File: src/sv/eau_pkg.sv
package eau_pkg;

  localparam logic [3:0] MODE_ABS  = 4'd0;
  localparam logic [3:0] MODE_ABSX = 4'd1;
  localparam logic [3:0] MODE_ABSY = 4'd2;
  localparam logic [3:0] MODE_IMM  = 4'd3;
  localparam logic [3:0] MODE_IND  = 4'd4;
  localparam logic [3:0] MODE_XIND = 4'd5;
  localparam logic [3:0] MODE_INDY = 4'd6;
  localparam logic [3:0] MODE_REL  = 4'd7;
  localparam logic [3:0] MODE_ZPG  = 4'd8;
  localparam logic [3:0] MODE_ZPGX = 4'd9;
  localparam logic [3:0] MODE_ZPGY = 4'd10;
  localparam logic [3:0] MODE_LAST = MODE_ZPGY;

  localparam logic OP_START = 1'b0;
  localparam logic OP_DATA  = 1'b1;

  localparam logic [15:0] ZP_MASK = 16'h00FF;

  typedef enum logic [1:0] {
    ST_REQ  = 2'd0,
    ST_DONE = 2'd1,
    ST_IGN  = 2'd2
  } status_t;

  typedef enum logic [2:0] {
    PH_IDLE   = 3'd0,
    PH_OPD_LO = 3'd1,
    PH_OPD_HI = 3'd2,
    PH_PTR_LO = 3'd3,
    PH_PTR_HI = 3'd4
  } phase_t;

  typedef struct packed {
    logic        op;
    logic [3:0]  mode;
    logic [15:0] prog_counter;
    logic [7:0]  index_x;
    logic [7:0]  index_y;
    logic [7:0]  read_data;
  } eau_in_t;

  typedef struct packed {
    logic [1:0]  status;
    logic [15:0] address;
    logic [15:0] next_pc;
  } eau_out_t;

  typedef struct packed {
    logic [3:0]  mode_held;
    logic [15:0] pc_held;
    logic [7:0]  x_held;
    logic [7:0]  y_held;
    phase_t      phase;
    logic [7:0]  low_byte;
    logic [15:0] pointer;
  } eau_state_t;

endpackage

File: src/sv/eau_step.sv
module eau_step import eau_pkg::*; (
  input  eau_state_t state,
  input  eau_in_t    item,
  output eau_state_t state_next,
  output eau_out_t   result
);

  logic [7:0]  b;
  logic [15:0] pc_plus1;
  logic [15:0] pc_plus2;
  logic [15:0] word;
  logic [15:0] rel_target;
  logic [15:0] ptr_plus1;
  logic [7:0]  zp_x;
  logic [7:0]  zp_y;

  assign b          = item.read_data;
  assign pc_plus1   = state.pc_held + 16'd1;
  assign pc_plus2   = state.pc_held + 16'd2;
  assign word       = {b, state.low_byte};
  assign rel_target = pc_plus1 + {{8{b[7]}}, b};
  assign ptr_plus1  = state.pointer + 16'd1;
  assign zp_x       = b + state.x_held;
  assign zp_y       = b + state.y_held;

  // next state
  always_comb begin
    state_next = state;
    if (item.op == OP_START) begin
      if (item.mode > MODE_LAST) begin
        state_next.phase = PH_IDLE;
      end else begin
        state_next.mode_held = item.mode;
        state_next.pc_held   = item.prog_counter;
        state_next.x_held    = item.index_x;
        state_next.y_held    = item.index_y;
        state_next.low_byte  = '0;
        state_next.pointer   = '0;
        state_next.phase     = PH_OPD_LO;
      end
    end else begin
      unique case (state.phase)
        PH_IDLE: ;
        PH_OPD_LO: begin
          case (state.mode_held) inside
            MODE_ABS, MODE_ABSX, MODE_ABSY, MODE_IND: begin
              state_next.low_byte = b;
              state_next.phase    = PH_OPD_HI;
            end
            MODE_XIND: begin
              state_next.pointer = {8'h00, zp_x};
              state_next.phase   = PH_PTR_LO;
            end
            MODE_INDY: begin
              state_next.pointer = {8'h00, b};
              state_next.phase   = PH_PTR_LO;
            end
            default: state_next.phase = PH_IDLE;
          endcase
        end
        PH_OPD_HI: begin
          if (state.mode_held == MODE_IND) begin
            state_next.pointer = word;
            state_next.phase   = PH_PTR_LO;
          end else begin
            state_next.phase = PH_IDLE;
          end
        end
        PH_PTR_LO: begin
          state_next.low_byte = b;
          state_next.phase    = PH_PTR_HI;
        end
        PH_PTR_HI: state_next.phase = PH_IDLE;
        default:   state_next.phase = PH_IDLE;
      endcase
    end
  end

  // result beat
  always_comb begin
    result = '{status: ST_IGN, address: 16'h0000, next_pc: 16'h0000};
    if (item.op == OP_START) begin
      if (item.mode <= MODE_LAST) begin
        result.status  = ST_REQ;
        result.address = item.prog_counter;
      end
    end else begin
      unique case (state.phase)
        PH_IDLE: ;
        PH_OPD_LO: begin
          case (state.mode_held) inside
            MODE_ABS, MODE_ABSX, MODE_ABSY, MODE_IND: begin
              result.status  = ST_REQ;
              result.address = pc_plus1;
            end
            MODE_IMM, MODE_ZPG: begin
              result = '{status: ST_DONE, address: {8'h00, b}, next_pc: pc_plus1};
            end
            MODE_XIND: begin
              result.status  = ST_REQ;
              result.address = {8'h00, zp_x};
            end
            MODE_INDY: begin
              result.status  = ST_REQ;
              result.address = {8'h00, b};
            end
            MODE_REL: begin
              result = '{status: ST_DONE, address: rel_target, next_pc: pc_plus1};
            end
            MODE_ZPGX: begin
              result = '{status: ST_DONE, address: {8'h00, zp_x} & ZP_MASK,
                         next_pc: pc_plus1};
            end
            MODE_ZPGY: begin
              result = '{status: ST_DONE, address: {8'h00, zp_y} & ZP_MASK,
                         next_pc: pc_plus1};
            end
            default: ;
          endcase
        end
        PH_OPD_HI: begin
          case (state.mode_held)
            MODE_ABS:  result = '{status: ST_DONE, address: word, next_pc: pc_plus2};
            MODE_ABSX: result = '{status: ST_DONE, address: word + {8'h00, state.x_held},
                                  next_pc: pc_plus2};
            MODE_ABSY: result = '{status: ST_DONE, address: word + {8'h00, state.y_held},
                                  next_pc: pc_plus2};
            MODE_IND: begin
              result.status  = ST_REQ;
              result.address = word;
            end
            default: ;
          endcase
        end
        PH_PTR_LO: begin
          result.status  = ST_REQ;
          result.address = ptr_plus1;
        end
        PH_PTR_HI: begin
          case (state.mode_held)
            MODE_IND:  result = '{status: ST_DONE, address: word, next_pc: pc_plus2};
            MODE_XIND: result = '{status: ST_DONE, address: word, next_pc: pc_plus1};
            MODE_INDY: result = '{status: ST_DONE, address: word + {8'h00, state.y_held},
                                  next_pc: pc_plus1};
            default: ;
          endcase
        end
        default: ;
      endcase
    end
  end

endmodule

File: src/sv/cpu_effective_address_unit_core.sv
// Effective address unit for the eleven 6502-style addressing modes.
// Input channel (in_valid / in_stall / in_data): each beat is either a
// start (op = 0: mode, prog_counter, index_x, index_y) or a returned
// memory byte (op = 1: read_data).
// Output channel (out_valid / out_stall / out_data): exactly one beat per
// input beat: a read request (status 0, address to fetch), the finished
// effective address with the advanced PC (status 1), or an ignored item
// (status 2, address and next_pc zero).
// Each accepted beat is registered in the input register, then passes
// through the step logic into the result register when the output is free.
// Throughput: one beat per cycle while the receiver does not stall; the
// input register and the result register form a two-deep pipeline, and
// each beat needs only one pass of adders and muxes in the step logic.
// When the receiver stalls, the result beat holds; one more beat waits in
// the input register, then in_stall rises.
// Reset (rst, synchronous): both stages empty, sequencer idle with all
// held values zero.
module cpu_effective_address_unit_core import eau_pkg::*; (
  input  logic     clk,
  input  logic     rst,
  input  logic     in_valid,
  output logic     in_stall,
  input  eau_in_t  in_data,
  output logic     out_valid,
  input  logic     out_stall,
  output eau_out_t out_data
);

  // input register
  logic       s1_valid;
  eau_in_t    s1_item;

  // sequencer state
  eau_state_t state;
  eau_state_t state_next;
  eau_out_t   step_result;

  logic       advance;

  // the staged beat moves on when the result register is empty or drains
  assign advance  = s1_valid && (!out_valid || !out_stall);
  assign in_stall = s1_valid && !advance;

  eau_step u_step (
    .state      (state),
    .item       (s1_item),
    .state_next (state_next),
    .result     (step_result)
  );

  always_ff @(posedge clk) begin
    if (rst) begin
      s1_valid <= 1'b0;
    end else if (!in_stall) begin
      s1_valid <= in_valid;
    end
  end

  always_ff @(posedge clk) begin
    if (!in_stall && in_valid) begin
      s1_item <= in_data;
    end
  end

  // state commits only when the beat leaves for the result register
  always_ff @(posedge clk) begin
    if (rst) begin
      state <= '{mode_held: '0, pc_held: '0, x_held: '0, y_held: '0,
                 phase: PH_IDLE, low_byte: '0, pointer: '0};
    end else if (advance) begin
      state <= state_next;
    end
  end

  always_ff @(posedge clk) begin
    if (rst) begin
      out_valid <= 1'b0;
    end else if (advance) begin
      out_valid <= 1'b1;
    end else if (!out_stall) begin
      out_valid <= 1'b0;
    end
  end

  always_ff @(posedge clk) begin
    if (advance) begin
      out_data <= step_result;
    end
  end

endmodule

File: config.mk
export PLATFORM = sky130hd
export DESIGN_NAME = cpu_effective_address_unit_core
export DESIGN_NICKNAME = d
export VERILOG_FILES = /design/src/sv/eau_pkg.sv /design/src/sv/eau_step.sv /design/src/sv/cpu_effective_address_unit_core.sv
export SDC_FILE = /design/constraint.sdc
export NUM_CORES = 1
export LEC_CHECK = 0
export ABC_CLOCK_PERIOD_IN_PS = 3700
export BUFFER_PORTS_ARGS = -buffer_cell sky130_fd_sc_hd__buf_2
export CAP_MARGIN = 20
export CORE_AREA = 2 2 163 133
export CTS_BUF_LIST = sky130_fd_sc_hd__clkbuf_8
export DETAILED_ROUTE_END_ITERATION = 8
export DIE_AREA = 0 0 165 135
export MAX_ROUTING_LAYER = met4
export PLACE_DENSITY = 0.8
export SLEW_MARGIN = 20
export SYNTH_ARGS = -nofsm -noshare
export SYNTH_HDL_FRONTEND = slang
export SYNTH_HIERARCHICAL = 1
export SYNTH_SLANG_ARGS = --single-unit
File: constraint.sdc
create_clock -name clk -period 3.7 [get_ports clk]
set_input_delay 0.185 -clock clk [delete_from_list [all_inputs] [get_ports clk]]
set_output_delay 0.185 -clock clk [all_outputs]
set_load 0.02 [all_outputs]
==> key figures <==
Final layout
  – Share of layout cells above drive strength 1: 13.9%
  – Layout Nets: 1564
  – Layout Cell Area excl Fill: 13200 µm²
  – Area grow syn2layout: 13.8%
  – # fillers: 1726

Die
  – Core Footprint: approximately 21000 µm²
  – Rows: 47
  – Initial Util: between 50% and 60%
  – Width of the die: 165 µm
  – Ports: 85
  – Die height: 135 µm
  – Die footprint: 22300 µm²

Timing
  – Count of final hold-check violations: 0
  – Final critical-path share of the clock period: 96.4%
  – Slew @ Worst Pin: 1050 ps
  – Max Slew Vio Count: 0
  – Fin Clk Skew: just under 20 ps
  – Fin Setup TNS: 0 ps
  – Relative slew slack: a little under a third
  – Hold WS: about 310 ps
  – Max Clock Freq: 280 MHz
  – Setup-failing EPs final: 0
  – Min Clock Period, post-route: 3570 ps

Drt
  – Drt first pass iters: 8
  – Initial DRC Count: 1728
  – Via count: 11283
  – DRC Markers: 0
  – Routed Wire Length: around 40 mm
  – Final ANT Viol Nets: 0
  – Via density: 6.48
  – DR WL/cell: 22.8 µm

Synthesis
  – Synthesized area: about 12000 µm²
  – Fraction of registers with async set/reset: 0%
  – Yosys Warn Count: 6
  – Part of the Yosys area used for sequential elements: 31.8%
  – Post-Syn Area per Cell: 8.61 µm²
  – Synth top area cells: edfxtp_1 21%, dfxtp_1 11%, nand2b_1 7.4%
  – Commonest register cell after synthesis: edfxtp_1
  – Gate Count Post-Synth: roughly 1300
  – Synthesized Nets: about 1400
  – Area leader, netlist: edfxtp_1
  – Synthesis-stage register bit count: 144
  – Number of flops mapped to enable cells by yosys: 79
  – Cell variety after synth: 97
  – Post-synth top area share: 20.5%

Power
  – Worst VDD drop: roughly 0.00027 V
  – Power Dens Cells: 284 nW/µm²
  – Leakage: about 0.0050 µW

Critical path
  – Critical path peak fanout: 6
  – Crit Path Category: register to register
  – Req. time, crit path: 3910 ps
  – R2R Setup Slk: 130 ps
  – FF-to-FF path depth: 13
  – Worst r2r src: state[44]
  – Worst Path Arrival: 3780 ps
  – CP Launch Type: register
  – Crit path capture type: register
  – Reg2reg end: out_data[28]

Clock tree
  – CTS tree: done
  – CTS clock-pin slew for the worst setup and hold paths: 110 ps
  – CTS Sinks: 144
  – H-Tree Depth: 4
  – Clk_lat worst skew: around 470 ps
  – Clk buf depth: 2
  – CTS buffer count: 17
  – Clock root cell: clkbuf_8

Status
  – Status: completed

Global route
  – Initial antenna violation count: 0
  – M1 GR Usage: 52.0%
  – Vias in the first global route: 10526
  – Busiest grt layer: met2
  – First-pass GRT wire length: 60.6 mm
  – Met3 usage: 7.92%
  – Global Route Usage Sum: between 30% and 40%
  – GRT overflow: 0
  – Met2 usage: 52.8%
  – Pin count of the biggest net entering global routing: a little under 100

Placement
  – DP Area: 12200 µm²
  – Port Buf Inserts: 84
  – GP Congestion: 1.02
  – DP HPWL: 28.6 mm

Hold path
  – Worst Hold Depth: 2
  – Path type of the worst min-delay path: input port to register
  – WHS Endpoint: out_valid
  – Hold_sp: rst

Flow run
  – Max capacitance violation total: 0
-- critical path, stage by stage (launching register included) --
cell	delay, ps
dfxtp_4	390
ha_1	190
and3_2	240
and3_1	190
nand2_1	90
xnor2_2	180
ha_2	340
a21o_1	180
a21o_1	180
or3_4	360
o31ai_4	230
xor2_1	160
nor3_1	50
or4_1	520
-- sequential cells by signal (all words and copies together) (netlist names) --
register   flops
out_data      34
out_valid      1
s1_item       45
s1_valid       1
state         63
-- cell usage in the layout (no fill, tap or decap), types with 6 or more instances in the layout --
cell and n:
nand2_1 176, nand2b_1 137, buf_2 84, edfxtp_1 79
mux2i_1 68, nor2_1 64, dfxtp_1 64, a21oi_1 60
ha_1 50, dlygate4sd3_1 47, buf_4 45, o21ai_0 41
nand3_1 36, o21ai_1 35, xnor2_1 34, inv_1 29
nor3_1 27, xor2_1 27, o22ai_1 20, a22oi_1 18
clkbuf_8 17, a21o_1 17, a22o_1 17, a211oi_1 15
a31oi_1 12, nand4_1 11, o221ai_1 11, or3_1 11
and3_1 10, a221o_1 10, nor4_1 9, o211ai_1 9
o21a_1 8, o2111ai_1 8, o31ai_1 7, a311oi_1 7
and2_1 7, o21bai_1 6, a221oi_1 6
-- layer usage --
metal	routed length (µm)	vias to the layer above
met5	0	-
met4	1130	0
met3	4540	87
met2	16900	686
met1	17100	5309
li1	-	5201
-- synth_stat cells (6+ instances only) --
| cell | instances |
|---|---|
| a211oi_1 | 15 |
| a21o_1 | 17 |
| a21oi_1 | 61 |
| a221o_1 | 10 |
| a221oi_1 | 6 |
| a22o_1 | 17 |
| a22oi_1 | 18 |
| a311oi_1 | 7 |
| a31oi_1 | 12 |
| and2_1 | 7 |
| and3_1 | 11 |
| buf_12 | 7 |
| buf_2 | 21 |
| clkbuf_1 | 47 |
| dfxtp_1 | 65 |
| edfxtp_1 | 79 |
| ha_1 | 51 |
| inv_1 | 29 |
| mux2i_1 | 68 |
| nand2_1 | 176 |
| nand2b_1 | 137 |
| nand3_1 | 36 |
| nand4_1 | 11 |
| nor2_1 | 65 |
| nor3_1 | 27 |
| nor4_1 | 9 |
| o2111ai_1 | 8 |
| o211ai_1 | 9 |
| o21a_1 | 8 |
| o21ai_0 | 41 |
| o21ai_1 | 35 |
| o21bai_1 | 6 |
| o221ai_1 | 11 |
| o22ai_1 | 20 |
| o31ai_1 | 7 |
| or3_1 | 11 |
| xnor2_1 | 36 |
| xor2_1 | 28 |
-- where the power goes --
part,switching [µW],internal [µW]
logic,383,251
clock network,773,513
registers,59.9,1750
-- cell type report --
cell class / count / area [µm²] / area share (%)
Multi-Input combinational cell: 1085 / 7350 / 55.9
Clock buffer: 17 / 234 / 1.78
Tap cell: 269 / 337 / 2.56
Inverter: 34 / 128 / 0.971
Antenna cell: 1 / 2.50 / 0.0190
Timing Repair Buffer: 177 / 1250 / 9.50
Sequential cell: 144 / 3680 / 28.0
Clock inverter: 15 / 169 / 1.28
-- worst max path at each step --
stage,from,to,slack [ps],depth (start not counted)
2_1_floorplan,state[45],out_data[28],230,13
3_3_place_gp,state[44],out_data[28],150,13
3_5_place_dp,state[44],out_data[28],60,12
4_1_cts,state[44],out_data[28],20,12
5_1_grt,state[44],out_data[28],-20,13
6_report,state[44],out_data[28],130,13
-- kinds of logic after synthesis --
kind of cell,Yosys count,share of synthesized area (%)
compound gates,359,21.9
xor+xnor,64,4.85
fa+ha+maj,57,6.48
buf+inv,114,4.98
flops,144,31.8
mux,70,6.08
simple gates,535,23.9
-- per-stage QoR --
stage / std cells / util [%] / setup slack (ps) / total power, µW
floorplan: 1343 / - / 230 / 2230
global placement: 1660 / 59.6 / 155 / 2400
detailed placement: 1660 / 59.6 / 56.6 / 2410
CTS: 1739 / 63.8 / 23.0 / 3730
global route: 1741 / 64.1 / -16.2 / 3860
finish: 1742 / 64.1 / 132 / 3730
-- repair_timing --
item / CTS / global route
hold buffers: 47 / 0
buffers inserted: 0 / 2
endpoints found under the hold margin: 47 / 0
gates resized for setup: 0 / 7
setup endpoints to repair: 0 / 6
No activity file was read; power rests on OpenSTA's default activity.
